File: src/hw/rtl/rip_pkg.sv
// ----------------------------------------------------------------------------
// rip_pkg: shared types and constants of the radix integer parser
// Configuration layout, register indexes, word types and parse phases.
// ----------------------------------------------------------------------------
package rip_pkg;

    localparam int CH_W       = 8;
    localparam int VALUE_W    = 64;
    localparam int CFG_IDX_W  = 3;
    localparam int CFG_DATA_W = 6;

    // Configuration register indexes
    localparam logic [CFG_IDX_W-1:0] CFG_RADIX      = 3'd0;
    localparam logic [CFG_IDX_W-1:0] CFG_ALLOW_PLUS = 3'd1;
    localparam logic [CFG_IDX_W-1:0] CFG_ALLOW_LZ   = 3'd2;
    localparam logic [CFG_IDX_W-1:0] CFG_SIGNED     = 3'd3;
    localparam logic [CFG_IDX_W-1:0] CFG_WIDTH_SEL  = 3'd4;

    // Reset values of the configuration
    localparam logic [5:0] RADIX_RST     = 6'd10;
    localparam logic [1:0] WIDTH_SEL_RST = 2'd3;

    // ASCII codes the parser looks for
    localparam logic [CH_W-1:0] CH_PLUS  = 8'h2B;
    localparam logic [CH_W-1:0] CH_MINUS = 8'h2D;
    localparam logic [CH_W-1:0] CH_ZERO  = 8'h30;
    localparam logic [CH_W-1:0] CH_NINE  = 8'h39;
    localparam logic [CH_W-1:0] CH_UA    = 8'h41;
    localparam logic [CH_W-1:0] CH_UZ    = 8'h5A;
    localparam logic [CH_W-1:0] CH_LA    = 8'h61;
    localparam logic [CH_W-1:0] CH_LZ    = 8'h7A;
    localparam logic [CH_W-1:0] DIGIT_BAD = 8'hFF;

    typedef struct packed {
        logic [5:0] radix;
        logic       allow_plus;
        logic       allow_leading_zero;
        logic       signed_mode;
        logic [1:0] width_select;
    } t_cfg;

    typedef struct packed {
        logic [CH_W-1:0] ch;
        logic            last;
    } t_char;

    typedef struct packed {
        logic [VALUE_W-1:0] value;
        logic               ok;
    } t_result;

    typedef enum logic [1:0] {
        PH_START,
        PH_SIGN,
        PH_DIGITS
    } t_phase;

endpackage

File: src/hw/rtl/rip_if.sv
// ----------------------------------------------------------------------------
// rip_if: valid/ready channels of the radix integer parser
// One channel carries characters, the other carries parse results.
// ----------------------------------------------------------------------------
interface rip_char_if import rip_pkg::*; ();
    logic            valid;
    logic            ready;
    logic [CH_W-1:0] ch;
    logic            last;

    modport source (output valid, output ch, output last, input ready);
    modport sink   (input valid, input ch, input last, output ready);
endinterface

interface rip_result_if import rip_pkg::*; ();
    logic               valid;
    logic               ready;
    logic [VALUE_W-1:0] value;
    logic               ok;

    modport source (output valid, output value, output ok, input ready);
    modport sink   (input valid, input value, input ok, output ready);
endinterface

File: src/hw/rtl/rip_in_stage.sv
// ----------------------------------------------------------------------------
// rip_in_stage: character input register
// Holds one accepted character word until the parse stage consumes it.
// ----------------------------------------------------------------------------
module rip_in_stage import rip_pkg::*; (
    input  logic          i_clk,
    input  logic          i_rst_n,
    rip_char_if.sink      i_char,
    input  logic          i_advance,
    output logic          o_valid,
    output t_char         o_word
);

    logic  r_valid;
    logic  n_valid;
    t_char r_word;

    // Free when empty or when the held word moves on this cycle
    assign i_char.ready = !r_valid || i_advance;
    assign n_valid      = i_char.valid || (r_valid && !i_advance);

    always_ff @(posedge i_clk) begin
        if (!i_rst_n) begin
            r_valid <= 1'b0;
        end else begin
            r_valid <= n_valid;
        end
    end

    // Payload: load on accept
    always_ff @(posedge i_clk) begin
        if (i_char.valid && i_char.ready) begin
            r_word.ch   <= i_char.ch;
            r_word.last <= i_char.last;
        end
    end

    assign o_valid = r_valid;
    assign o_word  = r_word;

endmodule

File: src/hw/rtl/rip_parse.sv
// ----------------------------------------------------------------------------
// rip_parse: per-character parse step
// Sign handling, digit decode, multiply-accumulate with range check, and
// the final two's complement result on the last character.
// ----------------------------------------------------------------------------
module rip_parse import rip_pkg::*; #(
    parameter int AW = 64
) (
    input  logic    i_clk,
    input  logic    i_rst_n,
    input  t_cfg    i_cfg,
    input  logic    i_valid,
    input  t_char   i_word,
    input  logic    i_out_free,
    output logic    o_advance,
    output logic    o_load,
    output t_result o_result
);

    localparam int PW = AW + 7;

    // Digit value of a character, case-insensitive letters
    function automatic logic [CH_W-1:0] digit_of(input logic [CH_W-1:0] c);
        logic [CH_W-1:0] d;
        d = DIGIT_BAD;
        if (c >= CH_ZERO && c <= CH_NINE) begin
            d = c - CH_ZERO;
        end else if (c >= CH_LA && c <= CH_LZ) begin
            d = c - CH_LA + 8'd10;
        end else if (c >= CH_UA && c <= CH_UZ) begin
            d = c - CH_UA + 8'd10;
        end
        return d;
    endfunction

    logic [AW-1:0] r_acc, n_acc;
    t_phase        r_phase, n_phase;
    logic          r_neg, n_neg;
    logic          r_failed, n_failed;
    logic          r_zls, n_zls;

    logic [CH_W-1:0] digit;
    logic            digit_ok;
    logic [6:0]      width_base, eff_w;
    logic [AW-1:0]   mask_w, lim_w, mag_w;
    logic [PW-1:0]   prod;
    logic            take_ok;
    logic            at_start, pre_digit, sign_plus, sign_minus;

    assign o_advance = i_valid && (!i_word.last || i_out_free);
    assign o_load    = o_advance && i_word.last;

    // Effective width and magnitude limit
    assign width_base = 7'd8 << i_cfg.width_select;
    assign eff_w      = (width_base > 7'(AW)) ? 7'(AW) : width_base;
    assign mask_w     = {AW{1'b1}} >> (7'(AW) - eff_w);

    always_comb begin
        if (!i_cfg.signed_mode && !r_neg) begin
            lim_w = mask_w;
        end else if (r_neg) begin
            lim_w = {{(AW-1){1'b0}}, 1'b1} << (eff_w - 7'd1);
        end else begin
            lim_w = mask_w >> 1;
        end
    end

    // Digit check and multiply-accumulate; overflow when result passes limit
    assign digit    = digit_of(i_word.ch);
    assign digit_ok = digit < {2'b00, i_cfg.radix};
    assign prod     = PW'(r_acc) * PW'(i_cfg.radix) + PW'(digit);
    assign take_ok  = digit_ok && (prod <= PW'(lim_w));

    assign at_start   = (r_phase == PH_START);
    assign pre_digit  = at_start || (r_phase == PH_SIGN);
    assign sign_plus  = at_start && (i_word.ch == CH_PLUS);
    assign sign_minus = at_start && (i_word.ch == CH_MINUS) && i_cfg.signed_mode;

    // Next phase
    always_comb begin
        n_phase = r_phase;
        if (!r_failed) begin
            priority if (sign_plus) begin
                if (i_cfg.allow_plus) n_phase = PH_SIGN;
            end else if (sign_minus) begin
                n_phase = PH_SIGN;
            end else if (pre_digit) begin
                n_phase = PH_DIGITS;
            end else begin
                n_phase = r_phase;
            end
        end
    end

    // Next accumulator and flags
    always_comb begin
        n_acc    = r_acc;
        n_neg    = r_neg;
        n_failed = r_failed;
        n_zls    = r_zls;
        if (!r_failed) begin
            priority if (sign_plus) begin
                if (!i_cfg.allow_plus) n_failed = 1'b1;
            end else if (sign_minus) begin
                n_neg = 1'b1;
            end else if (pre_digit) begin
                if (!take_ok) begin
                    n_failed = 1'b1;
                end else begin
                    n_acc = prod[AW-1:0];
                    if (i_word.ch == CH_ZERO && !i_cfg.allow_leading_zero) n_zls = 1'b1;
                end
            end else if (r_zls) begin
                // more characters after a forbidden leading zero
                n_failed = 1'b1;
            end else if (!take_ok) begin
                n_failed = 1'b1;
            end else begin
                n_acc = prod[AW-1:0];
            end
        end
    end

    // Result word from the updated state
    assign mag_w           = n_neg ? (AW'(0) - n_acc) : n_acc;
    assign o_result.value  = n_failed ? '0 : VALUE_W'(mag_w & mask_w);
    assign o_result.ok     = !n_failed;

    // State registers; cleared at the end of each string
    always_ff @(posedge i_clk) begin
        if (!i_rst_n) begin
            r_acc    <= '0;
            r_phase  <= PH_START;
            r_neg    <= 1'b0;
            r_failed <= 1'b0;
            r_zls    <= 1'b0;
        end else if (o_advance) begin
            if (i_word.last) begin
                r_acc    <= '0;
                r_phase  <= PH_START;
                r_neg    <= 1'b0;
                r_failed <= 1'b0;
                r_zls    <= 1'b0;
            end else begin
                r_acc    <= n_acc;
                r_phase  <= n_phase;
                r_neg    <= n_neg;
                r_failed <= n_failed;
                r_zls    <= n_zls;
            end
        end
    end

    // Checks
    a_load_free: assert property (@(posedge i_clk) disable iff (!i_rst_n)
        o_load |-> i_out_free)
        else $error("result loaded while output register is full");
    a_clear_after_last: assert property (@(posedge i_clk) disable iff (!i_rst_n)
        o_load |=> (r_phase == PH_START) && (r_acc == '0) && !r_failed && !r_neg)
        else $error("string state not cleared after last character");
    a_zls_phase: assert property (@(posedge i_clk) disable iff (!i_rst_n)
        r_zls |-> (r_phase == PH_DIGITS))
        else $error("leading zero flag outside digit phase");
    a_neg_phase: assert property (@(posedge i_clk) disable iff (!i_rst_n)
        r_neg |-> (r_phase != PH_START))
        else $error("negative flag set before any sign");

endmodule

File: src/hw/rtl/rip_out_stage.sv
// ----------------------------------------------------------------------------
// rip_out_stage: result output register
// Holds one result word until the receiver takes it.
// ----------------------------------------------------------------------------
module rip_out_stage import rip_pkg::*; (
    input  logic          i_clk,
    input  logic          i_rst_n,
    input  logic          i_load,
    input  t_result       i_result,
    output logic          o_free,
    rip_result_if.source  o_result
);

    logic    r_valid;
    logic    n_valid;
    t_result r_result;

    assign o_free  = !r_valid || o_result.ready;
    assign n_valid = i_load || (r_valid && !o_result.ready);

    always_ff @(posedge i_clk) begin
        if (!i_rst_n) begin
            r_valid <= 1'b0;
        end else begin
            r_valid <= n_valid;
        end
    end

    always_ff @(posedge i_clk) begin
        if (i_load) begin
            r_result <= i_result;
        end
    end

    assign o_result.valid = r_valid;
    assign o_result.value = r_result.value;
    assign o_result.ok    = r_result.ok;

endmodule

File: src/hw/rtl/radix_integer_parser.sv
// ----------------------------------------------------------------------------
// radix_integer_parser: streaming ASCII to integer converter
// Parses one number string per packet in a configured radix and width.
// ----------------------------------------------------------------------------
// Usage:
//   i_char carries one character word per handshake, with last set on the
//   final character of a string. o_result carries one word per string:
//   value (zero extended, two's complement when negative) and ok.
//   Configuration is written through i_cfg_we / i_cfg_idx / i_cfg_data
//   while no string is in flight; unknown indexes are ignored.
// Timing:
//   One character per cycle unless a held result blocks a last character.
//   A character waits in the input register; the parse step (digit decode,
//   multiply by radix, add, limit compare) runs from there to the result
//   register, loaded as the last character leaves the input register.
//   That single multiply-accumulate loop on the accumulator sets the rate.
// Reset:
//   Synchronous, active low; configuration returns to radix 10, unsigned,
//   64-bit, no plus sign, no leading zero, and string state is cleared.
// Stall:
//   A held result blocks only a last character; other characters of the
//   next string keep flowing into the accumulator.
// ----------------------------------------------------------------------------
module radix_integer_parser import rip_pkg::*; #(
    parameter int MAX_WIDTH = 64
) (
    input  logic                  i_clk,
    input  logic                  i_rst_n,
    input  logic                  i_cfg_we,
    input  logic [CFG_IDX_W-1:0]  i_cfg_idx,
    input  logic [CFG_DATA_W-1:0] i_cfg_data,
    rip_char_if.sink              i_char,
    rip_result_if.source          o_result
);

    t_cfg    r_cfg;
    logic    held_valid;
    t_char   held_word;
    logic    advance;
    logic    out_free;
    logic    load;
    t_result result;

    // Configuration registers
    always_ff @(posedge i_clk) begin
        if (!i_rst_n) begin
            r_cfg.radix              <= RADIX_RST;
            r_cfg.allow_plus         <= 1'b0;
            r_cfg.allow_leading_zero <= 1'b0;
            r_cfg.signed_mode        <= 1'b0;
            r_cfg.width_select       <= WIDTH_SEL_RST;
        end else if (i_cfg_we) begin
            unique case (i_cfg_idx)
                CFG_RADIX:      r_cfg.radix              <= i_cfg_data;
                CFG_ALLOW_PLUS: r_cfg.allow_plus         <= i_cfg_data[0];
                CFG_ALLOW_LZ:   r_cfg.allow_leading_zero <= i_cfg_data[0];
                CFG_SIGNED:     r_cfg.signed_mode        <= i_cfg_data[0];
                CFG_WIDTH_SEL:  r_cfg.width_select       <= i_cfg_data[1:0];
                default: ;
            endcase
        end
    end

    rip_in_stage u_in (
        .i_clk     (i_clk),
        .i_rst_n   (i_rst_n),
        .i_char    (i_char),
        .i_advance (advance),
        .o_valid   (held_valid),
        .o_word    (held_word)
    );

    rip_parse #(
        .AW (MAX_WIDTH)
    ) u_parse (
        .i_clk      (i_clk),
        .i_rst_n    (i_rst_n),
        .i_cfg      (r_cfg),
        .i_valid    (held_valid),
        .i_word     (held_word),
        .i_out_free (out_free),
        .o_advance  (advance),
        .o_load     (load),
        .o_result   (result)
    );

    rip_out_stage u_out (
        .i_clk    (i_clk),
        .i_rst_n  (i_rst_n),
        .i_load   (load),
        .i_result (result),
        .o_free   (out_free),
        .o_result (o_result)
    );

endmodule
File: src/flat_wrapper.sv
// flat-port wrapper written by rule: the top's interface ports become plain ports
module radix_integer_parser_flat import rip_pkg::*;
#(
    parameter int MAX_WIDTH = 64
)
  (i_clk, i_rst_n, i_cfg_we, i_cfg_idx, i_cfg_data, i_char_valid, i_char_ch, i_char_last, i_char_ready, o_result_valid, o_result_value, o_result_ok, o_result_ready);
  rip_char_if i_char_i ();
  rip_result_if o_result_i ();
  input  logic i_clk;
  input  logic i_rst_n;
  input  logic i_cfg_we;
  input  logic [CFG_IDX_W-1:0] i_cfg_idx;
  input  logic [CFG_DATA_W-1:0] i_cfg_data;
  input wire logic [$bits(i_char_i.valid)-1:0] i_char_valid;
  input wire logic [$bits(i_char_i.ch)-1:0] i_char_ch;
  input wire logic [$bits(i_char_i.last)-1:0] i_char_last;
  output wire logic [$bits(i_char_i.ready)-1:0] i_char_ready;
  output wire logic [$bits(o_result_i.valid)-1:0] o_result_valid;
  output wire logic [$bits(o_result_i.value)-1:0] o_result_value;
  output wire logic [$bits(o_result_i.ok)-1:0] o_result_ok;
  input wire logic [$bits(o_result_i.ready)-1:0] o_result_ready;
  assign i_char_i.valid = i_char_valid;
  assign i_char_i.ch = i_char_ch;
  assign i_char_i.last = i_char_last;
  assign i_char_ready = i_char_i.ready;
  assign o_result_valid = o_result_i.valid;
  assign o_result_value = o_result_i.value;
  assign o_result_ok = o_result_i.ok;
  assign o_result_i.ready = o_result_ready;
  radix_integer_parser #(.MAX_WIDTH(MAX_WIDTH)) u_core (.i_clk(i_clk), .i_rst_n(i_rst_n), .i_cfg_we(i_cfg_we), .i_cfg_idx(i_cfg_idx), .i_cfg_data(i_cfg_data), .i_char(i_char_i), .o_result(o_result_i));
endmodule
File: config.mk
export PLATFORM = sky130hd
export DESIGN_NAME = radix_integer_parser_flat
export DESIGN_NICKNAME = d
export VERILOG_FILES = /design/src/hw/rtl/rip_pkg.sv /design/src/hw/rtl/rip_if.sv /design/src/hw/rtl/rip_in_stage.sv /design/src/hw/rtl/rip_parse.sv /design/src/hw/rtl/rip_out_stage.sv /design/src/hw/rtl/radix_integer_parser.sv /design/src/flat_wrapper.sv
export SDC_FILE = /design/constraint.sdc
export NUM_CORES = 1
export LEC_CHECK = 0
export ABC_CLOCK_PERIOD_IN_PS = 15600
export BUFFER_PORTS_ARGS = -buffer_cell sky130_fd_sc_hd__buf_4
export CAP_MARGIN = 10
export CORE_ASPECT_RATIO = 0.5
export CORE_MARGIN = 1
export CORE_UTILIZATION = 30
export CTS_BUF_LIST = sky130_fd_sc_hd__clkbuf_2 sky130_fd_sc_hd__clkbuf_4 sky130_fd_sc_hd__clkbuf_8
export DETAILED_ROUTE_END_ITERATION = 8
export PLACE_DENSITY = 0.54
export SLEW_MARGIN = 25
export SYNTH_ARGS = -nofsm -noshare
export SYNTH_HDL_FRONTEND = slang
export SYNTH_SLANG_ARGS = --single-unit
File: constraint.sdc
create_clock -name i_clk -period 15.6 [get_ports i_clk]
set_input_delay 1.56 -clock i_clk [delete_from_list [all_inputs] [get_ports i_clk]]
set_output_delay 1.56 -clock i_clk [all_outputs]
set_load 0.01 [all_outputs]
==> flow_summary_export.csv, run 1 <==
group,metric,value,unit
yosys,synth_seq_cells,156,
global_route,grt_max_degree,80,
yosys,synth-async-reset-ratio,0,%
pwr,vdd_drop_max,0.0000507,V
drt,drt_iter0_markers,2069,
yosys,ys.warnings.count,0,
drt,dr_total_vias,22899,
critical_path,path_buf_inv,3,
floorplan,dieArea,86300,um^2
pwr,cellPowerDensity,32.3,nW/um^2
drt,drc,0,
cells_and_area,nets,3532,
yosys,ys_seq_area_share,15.1,%
clocking,clockRootBuffer,"clkbuf_8",
floorplan,fp.coreArea,84000,um^2
pwr,leakage,12.1,nW
run,max_cap_violations,0,
sta,finalSetupViolations,0,
clocking,cts.sinks,156,
floorplan,die_y,208,um
critical_path,cp.arrival,13.00,ns
critical_path,reg2reg_slack,2.91,ns
critical_path,critical_path_class,"reg2reg",
yosys,synth.avg_cell_area,8.23,um^2
sta,grt_setup_unrepaired,"false",
pwr,finalPower,0.882,mW
placement,dp_cells,4125,
critical_path,startpoint,"u_core.r_cfg[7]",
placement,hpwl,67200,um
yosys,synth_cell_types,102,
global_route,grt-ovfl-total,0,
global_route,grt_first_pass_wirelength,136000,um
drt,wl_per_cell,21.0,um
critical_path,cp_common_cell,"ha_1",
cells_and_area,final_cell_mix,"nand2_1, inv_1, fa_1",
yosys,syn_nets,3605,
sta,hold_viol,0,
floorplan,die_x,415,um
critical_path,cpMaxStageDelayCell,"dfxtp_2",
cells_and_area,synthToLayoutAreaGrowth,6.85,%
critical_path,critPathLaunchType,"flip-flop",
clocking,clock_path_buffers,2,
clocking,clk_pin_slew,0.10,ns
clocking,cts_tree,"yes",
sta,worstMarginPinSlew,1.06,ns
drt,ant_nets,0,
placement,dpl_worst_slack,3.14,ns
clocking,cts_hold_buf,0,
sta,max_freq,78.8,MHz
clocking,ctsResizeCount,0,
placement,placedInstanceArea,26800,um^2
min_path,hold_path_class,"reg2reg",
global_route,grt_pass1_vias,22432,
sta,slew_headroom,29.4,%
yosys,synth_enable_flop_cells,74,
run_status,outcome,"complete, no violations",
drt,vias_per_cell,5.51,
placement,io_buffers,89,
drt,wl,87500,um
min_path,min_from,"u_core.u_parse.r_zls",
clocking,post_cts_buffers,0,
critical_path,critPathMaxStageDelay,1.03,ns
critical_path,r2r_start,"u_core.r_cfg[7]",
clocking,h-tree-depth,4,
sta,report.final.slew_viol_count,0,
drt,dr.pass1.iters,6,
cells_and_area,postLayoutCellArea,27300,um^2
yosys,synthCells,3101,
critical_path,cp.required,15.91,ns
cells_and_area,fin_cells,4157,
critical_path,critical-path-top-delay-family,"compound AO/OA/AOI/OAI gates",
floorplan,rows,75,
critical_path,critPathCaptureType,"flip-flop",
sta,fin_crit,12.69,ns
global_route,antenna_found_initial,1,
sta,fin_crit_sh,81.4,%
cells_and_area,drive_above_1_share,7.37,%
cells_and_area,final_common_cell,"nand2_1",
sta,setup_tns,0,ns
yosys,ys.flop_type,"dfxtp_1",
sta,finClkSkew,0.0247,ns
global_route,grt_use_total,20.3,%
clocking,clk_latency,0.58,ns
floorplan,io_pins,90,
floorplan,initial_utilization,30.4,%
cells_and_area,n_antenna_cell,0,
sta,setup_ws,2.91,ns
yosys,synth.cell_area,25500,um^2
clocking,cts_buffers,17,
placement,place.gp.congestion,0.965,
critical_path,worst-path-max-fanout,40,
worst min-delay path, stage by stage (launching register included):
cell and delay, ns:
dfxtp_1 0.34, nor2_1 0.05, nor2_1 0.07
cell usage after synthesis (9+ instances only):
library cell	number	area, um^2
o21a_1	19	143
a22oi_1	43	323
and3_1	17	106
dfxtp_1	82	1640
nand3_1	59	295
nand4_1	48	300
nand2_1	416	1560
buf_6	13	146
a31oi_1	30	188
edfxtp_1	74	2220
nand2b_1	24	150
clkbuf_1	156	586
o211ai_1	28	210
or3_1	28	175
fa_1	254	5080
nor4_1	26	163
a21oi_1	165	826
buf_2	16	80.1
and2_1	193	1210
xnor2_1	42	368
mux2_2	12	135
and4_1	13	114
a211oi_1	21	158
nor3b_1	12	90.1
inv_1	271	1020
or2_2	11	68.8
mux2i_1	77	771
o21ai_0	123	616
xor2_1	62	543
o21ai_1	9	45.0
buf_4	9	67.6
or4_1	14	105
a21boi_0	10	75.1
nor2_1	193	724
nor3_1	56	280
a21o_1	37	278
nor2b_1	56	350
ha_1	227	2840
final timing paths:
check / cells past startpoint / end
setup / recovery: 35 / u_core.u_out.o_result.value[48]
hold / removal: 2 / u_core.u_parse.r_zls
setup reg to reg: 35 / u_core.u_out.o_result.value[48]
hold reg to reg: 2 / u_core.u_parse.r_zls
stage by stage:
| step | hold WS (ns) | util (%) |
|---|---|---|
| floorplan | 0.440 | - |
| global placement | 0.448 | 32.0 |
| detailed placement | 0.463 | 32.0 |
| CTS | 0.487 | 32.5 |
| global route | 0.515 | 32.5 |
| finish | 0.486 | 32.5 |
power by group:
part,switching (mW),internal (mW)
logic,0.0498,0.0268
clock network,0.188,0.174
registers,0.0101,0.433
total,0.248,0.634
cells by family (layout without fill, tap and decap cells):
group,after synthesis,in the layout,synth area share [%]
adders and majority gates,481,481,31.0
muxes,90,90,3.59
buffers and inverters,481,421,8.00
and+or+nand+nor,1196,1196,23.4
xor gates and xnor gates,104,104,3.57
AOI/OAI and AO/OA,593,593,15.3
DFF,156,156,15.1
sequential cells by signal, summed over array words and instances, names as in the netlist, 2 cells and up:
signal / flops
u_core.u_out.o_result.value: 64
u_core.u_in.o_word: 9
u_core.u_parse.r_acc: 64
u_core.u_parse.r_phase: 2
u_core.r_cfg: 11
layout make-up:
type,instances,area (um^2)
Timing Repair Buffer,116,871
Clock inverter,11,153
Sequential cell,156,3870
Tap cell,1116,1400
Multi-Input combinational cell,2464,19700
Fill cell,8793,56700
Clock buffer,21,283
Inverter,273,1020
per-layer routing:
layer	track usage, %	vias up	share of wire (%)	wire length, um
li1	-	10433	-	-
met3	2.59	122	6.7	5840
met2	31.4	845	44	38400
met5	0	-	0	0
met1	29.2	11499	47	40800
met4	6.37	0	2.7	2350
No activity file was read; power rests on OpenSTA's default activity.
==> inputs of run 2 (changes only) <==
- ABC_AREA: unset -> 1
- ABC_CLOCK_PERIOD_IN_PS: 15600 -> 12700
- PLACE_DENSITY: 0.54 -> 0.53
- clock period: 15.6 -> 12.7 ns (I/O delays scaled with it)
==> flow_summary_export.csv, run 2 <==
group,metric,value,unit
run_status,outcome,"complete, no violations",
critical_path,critPathCaptureType,"flip-flop",
floorplan,fp.coreArea,84500,um^2
sta,finalSetupViolations,0,
critical_path,worst-path-max-fanout,37,
yosys,ys.warnings.count,0,
pwr,vdd_drop_max,0.0000700,V
sta,fin_crit,11.39,ns
placement,hpwl,76800,um
global_route,grt_max_degree,68,
sta,fin_crit_sh,89.7,%
run,max_cap_violations,0,
cells_and_area,nets,4378,
yosys,post_synth_fa_ha_maj_area_fraction,30.6,%
drt,wl,93900,um
critical_path,cp.arrival,11.79,ns
critical_path,critPathLaunchType,"flip-flop",
yosys,synth.cell_area,25900,um^2
drt,wl_per_cell,18.6,um
yosys,synth_seq_cells,156,
sta,hold_viol,0,
yosys,yosysMostFrequentCell,"nand2_1",
yosys,ys.flop_type,"dfxtp_1",
floorplan,io_pins,90,
placement,placedInstanceArea,27500,um^2
clocking,cts_buffers,17,
clocking,ctsResizeCount,0,
floorplan,die_y,210,um
pwr,cellPowerDensity,40.3,nW/um^2
cells_and_area,final_common_cell,"nand2_1",
cells_and_area,drive_above_1_share,6.87,%
clocking,cts_tree,"yes",
pwr,p_int,0.740,mW
yosys,synth.avg_cell_area,6.65,um^2
pwr,p_comb_share,13.0,%
yosys,synth_compound_area_share,9.00,%
yosys,synth_top_area_share,19.7,%
sta,grt_setup_unrepaired,"false",
global_route,grt-ovfl-total,0,
yosys,synth_enable_flop_cells,74,
floorplan,rows,75,
yosys,synth_xor_area_share,2.40,%
yosys,synth_top_family_by_area,"adder cells",
clocking,cts.sinks,156,
clocking,clk_pin_slew,0.11,ns
clocking,clk_latency,0.62,ns
critical_path,cpMaxStageDelayCell,"dfxtp_2",
clocking,post_cts_buffers,0,
drt,dr.pass1.iters,5,
clocking,cts_hold_buf,0,
min_path,hold_path_class,"reg2reg",
drt,dr_total_vias,24632,
global_route,grt_pass1_vias,24201,
critical_path,critical_path_class,"reg2reg",
floorplan,dieArea,87400,um^2
critical_path,cp.required,13.10,ns
floorplan,initial_utilization,30.6,%
cells_and_area,n_antenna_cell,0,
yosys,synthCells,3890,
yosys,muxShareOfSynthArea,0,%
drt,vias_per_cell,4.89,
cells_and_area,postLayoutCellArea,27900,um^2
critical_path,critPathMaxStageDelay,0.95,ns
sta,finClkSkew,0.0297,ns
cells_and_area,synthToLayoutAreaGrowth,8.04,%
sta,setup_tns,0,ns
sta,hold_ws,0.464,ns
global_route,grt_use_total,21.8,%
floorplan,die_x,417,um
cells_and_area,final_cell_mix,"nand2_1, inv_1, nor2_1",
placement,place.gp.congestion,1.01,
clocking,h-tree-depth,4,
sta,report.final.slew_viol_count,0,
pwr,clock_power_share,38.6,%
drt,drt_iter0_markers,2186,
yosys,synth_top_area_cell,"fa_1",
sta,worstMarginPinSlew,1.06,ns
yosys,ys_seq_area_share,14.9,%
pwr,netSwitchingFraction,34.3,%
drt,ant_nets,0,
pwr,leakage,16.2,nW
critical_path,reg2reg_slack,1.31,ns
clocking,clockRootBuffer,"clkbuf_8",
clocking,clock_path_buffers,2,
yosys,synth-async-reset-ratio,0,%
global_route,grt_first_pass_wirelength,146000,um
yosys,synth_cell_types,57,
global_route,antenna_found_initial,2,
sta,max_freq,87.8,MHz
sta,slew_headroom,29.0,%
yosys,yosys.area_share.simple,28.7,%
pwr,switchingPower,0.386,mW
placement,io_buffers,89,
pwr,seq_power_share,48.3,%
yosys,synth_top_cells_by_count,"nand2_1, inv_1, nor2_1",
yosys,ys_top_cells_by_area,"fa_1, nand2_1, inv_1",
yosys,syn_nets,4394,
drt,drc,0,
run 2: cell count changes after synthesis, moves of 77 or more:
cell,before,now
and2_1,193,3
nand2_1,416,1225
inv_1,271,769
clkbuf_1,156,67
nor2_1,193,318
mux2i_1,77,0
run 2: final cells by class:
type	count	area [um^2]
multi-input combinational	2780	18300
sequential	156	3870
clock buffer	18	241
inverter	806	3030
clock inverter	14	165
fill	9320	56600
tap	1155	1450
timing repair buffer	113	861
run 2: metal layers:
| metal | wire length [um] | global-route usage (%) | vias to the layer above |
|---|---|---|---|
| met5 | 0 | 0 | - |
| met4 | 1310 | 4.20 | 0 |
| met1 | 46800 | 32.7 | 12031 |
| met3 | 6960 | 4.30 | 70 |
| li1 | - | - | 11812 |
| met2 | 38900 | 32.2 | 719 |
run 2: cells by family (layout without fill, tap and decap cells):
logic type | after synthesis | count (layout)
AOI/OAI and AO/OA | 412 | 412
xor gates and xnor gates | 71 | 71
adders and majority gates | 481 | 481
buffers and inverters | 954 | 951
DFF | 156 | 156
and+or+nand+nor | 1816 | 1816
run 2: worst paths after layout:
kind | startpoint | endpoint | cells past startpoint
max | u_core.r_cfg[9] | u_core.u_out.o_result.value[34] | 40
max reg2reg | u_core.r_cfg[9] | u_core.u_out.o_result.value[34] | 40
min | u_core.u_parse.r_zls | u_core.u_parse.r_zls | 2
min reg2reg | u_core.u_parse.r_zls | u_core.u_parse.r_zls | 2
run 2: power groups by stage:
stage / registers, mW / clock network [mW] / logic (mW)
final: 0.544 / 0.435 / 0.147
after global routing: 0.546 / 0.462 / 0.160
after CTS: 0.544 / 0.452 / 0.144
after detailed placement: 0.556 / 0 / 0.143
after global placement: 0.555 / 0 / 0.143
after floorplan: 0.548 / 0 / 0.0884
run 2: through the flow:
stage / total power [mW] / setup WS (ns) / util [%] / cells
2_1_floorplan: 0.637 / 4.90 / - / 3890
3_3_place_gp: 0.698 / 1.73 / 32.6 / 5010
3_5_place_dp: 0.699 / 1.66 / 32.6 / 5010
4_1_cts: 1.14 / 1.61 / 33.0 / 5042
5_1_grt: 1.17 / 0.708 / 33.0 / 5042
6_report: 1.13 / 1.31 / 33.0 / 5042
run 2: critical path: cells and delay by family (launching register included):
| kind | cells | cell delay [ns] |
|---|---|---|
| buf+inv | 8 | 1.45 |
| simple gates | 18 | 4.08 |
| compound gates | 8 | 2.02 |
| fa+ha+maj | 6 | 2.58 |
| flops | 1 | 0.95 |
==> inputs of run 3 (changes only) <==
- PLACE_DENSITY: 0.53 -> unset
==> flow_summary_export.csv, run 3 (synthesis gave the netlist of run 2 again) <==
group,metric,value,unit
drt,dr_total_vias,24340,
clocking,clock_path_buffers,2,
global_route,grt-ovfl-total,0,
critical_path,cp_common_cell,"nand2_1",
pwr,leakage,16.2,nW
clocking,clockRootBuffer,"clkbuf_8",
floorplan,die_x,417,um
sta,setup_tns,0,ns
clocking,clk_pin_slew,0.10,ns
cells_and_area,final_common_cell,"nand2_1",
cells_and_area,num-fill-cells,9248,
clocking,cts_hold_buf,0,
floorplan,die_y,210,um
critical_path,startpoint,"u_core.r_cfg[6]",
critical_path,reg2reg_slack,1.91,ns
cells_and_area,synthToLayoutAreaGrowth,7.94,%
critical_path,critical_path_class,"reg2reg",
floorplan,dieArea,87400,um^2
min_path,hold_path_end,"u_core.u_parse.r_zls",
run_status,outcome,"complete, no violations",
run,max_cap_violations,0,
critical_path,critPathLaunchType,"flip-flop",
cells_and_area,fin_cells,5045,
critical_path,rr_worst_depth,39,
cells_and_area,multiInputGateArea,18300,um^2
drt,vias_per_cell,4.82,
drt,wl,89900,um
drt,drt_iter0_markers,2158,
drt,dr.pass1.iters,7,
critical_path,critPathMaxStageDelay,0.91,ns
floorplan,io_pins,90,
global_route,grt_first_pass_wirelength,140000,um
placement,io_buffers,89,
floorplan,rows,75,
min_path,hold_depth,2,
global_route,grt_max_degree,66,
placement,placedInstanceArea,27500,um^2
cells_and_area,drive_above_1_share,6.92,%
cells_and_area,postLayoutCellArea,27900,um^2
sta,fin_crit,10.79,ns
floorplan,initial_utilization,30.6,%
clocking,ctsResizeCount,0,
sta,hold_ws,0.471,ns
clocking,post_cts_buffers,0,
global_route,grt_use_total,20.8,%
sta,hold_viol,0,
clocking,cts_buffers,17,
cells_and_area,final_cell_mix,"nand2_1, inv_1, nor2_1",
sta,finalSetupViolations,0,
critical_path,cpMaxStageDelayCell,"dfxtp_2",
critical_path,r2r_start,"u_core.r_cfg[6]",
clocking,cts.sinks,156,
critical_path,cp.arrival,11.22,ns
critical_path,cp.required,13.14,ns
drt,drc,0,
global_route,antenna_found_initial,4,
global_route,grt_pass1_vias,23805,
cells_and_area,regArea,3870,um^2
sta,fin_crit_sh,84.9,%
critical_path,critPathCaptureType,"flip-flop",
clocking,clk_latency,0.60,ns
pwr,cellPowerDensity,39.3,nW/um^2
clocking,cts_tree,"yes",
min_path,hold_path_class,"reg2reg",
placement,dp_cells,5012,
floorplan,fp.coreArea,84500,um^2
drt,ant_nets,0,
cells_and_area,nets,4380,
drt,wl_per_cell,17.8,um
sta,max_freq,92.7,MHz
sta,slew_headroom,27.7,%
sta,finClkSkew,0.0321,ns
placement,hpwl,75200,um
critical_path,timing.rr.end,"u_core.u_out.o_result.value[34]",
sta,report.final.slew_viol_count,0,
min_path,min_from,"u_core.u_parse.r_zls",
sta,grt_setup_unrepaired,"false",
placement,place.gp.congestion,0.986,
critical_path,worst-path-max-fanout,38,
sta,worstMarginPinSlew,1.08,ns
clocking,h-tree-depth,4,
pwr,vdd_drop_max,0.0000773,V
[run 3: worst max-delay path, delay by kind of cell (launching register included)]
kind	cells	cell delay [ns]
flip-flops	1	0.91
adder cells (fa/ha/maj)	6	2.33
buffers and inverters	8	1.84
AO/OA/AOI/OAI	6	1.56
AND/OR/NAND/NOR	18	3.81
XOR/XNOR	1	0.12
[run 3: layout make-up]
type / count / area share [%]
Sequential cell: 156 / 13.9
Inverter: 806 / 10.8
Tap cell: 1155 / 5.18
Timing Repair Buffer: 115 / 3.09
Clock inverter: 11 / 0.359
Multi-Input combinational cell: 2780 / 65.6
Clock buffer: 21 / 1.01
Antenna cell: 1 / 0.00897
[run 3: per-layer routing]
metal / share of wire [%] / vias to the layer above / global-route usage (%)
li1: - / 11818 / -
met1: 49 / 11600 / 30.8
met2: 41 / 818 / 31.0
met3: 8.1 / 100 / 3.83
met4: 1.9 / 4 / 5.06
met5: 0.030 / - / 0
[run 3: worst max-delay path by stage]
stage	to	slack (ns)	depth (start not counted)
final	u_core.u_out.o_result.value[34]	1.91	39
after global routing	u_core.u_out.o_result.value[34]	1.30	47
after CTS	u_core.u_out.o_result.value[34]	2.03	47
after detailed placement	u_core.u_out.o_result.value[37]	2.08	47
after global placement	u_core.u_out.o_result.value[34]	2.36	44
after floorplan	u_core.u_out.o_result.value[58]	4.90	48
[run 3: where the power goes]
group	total (mW)	switching (mW)	internal, mW
sequential	0.545	0.0131	0.532
combinational	0.143	0.102	0.0405
clock	0.410	0.251	0.158
[run 3: per-stage QoR]
stage	worst slack [ns]	utilization, %	total power, mW
final	1.91	33.0	1.10
after global routing	1.30	33.0	1.13
after CTS	2.03	33.0	1.11
after detailed placement	2.08	32.6	0.697
after global placement	2.36	32.6	0.695
after floorplan	4.90	-	0.637
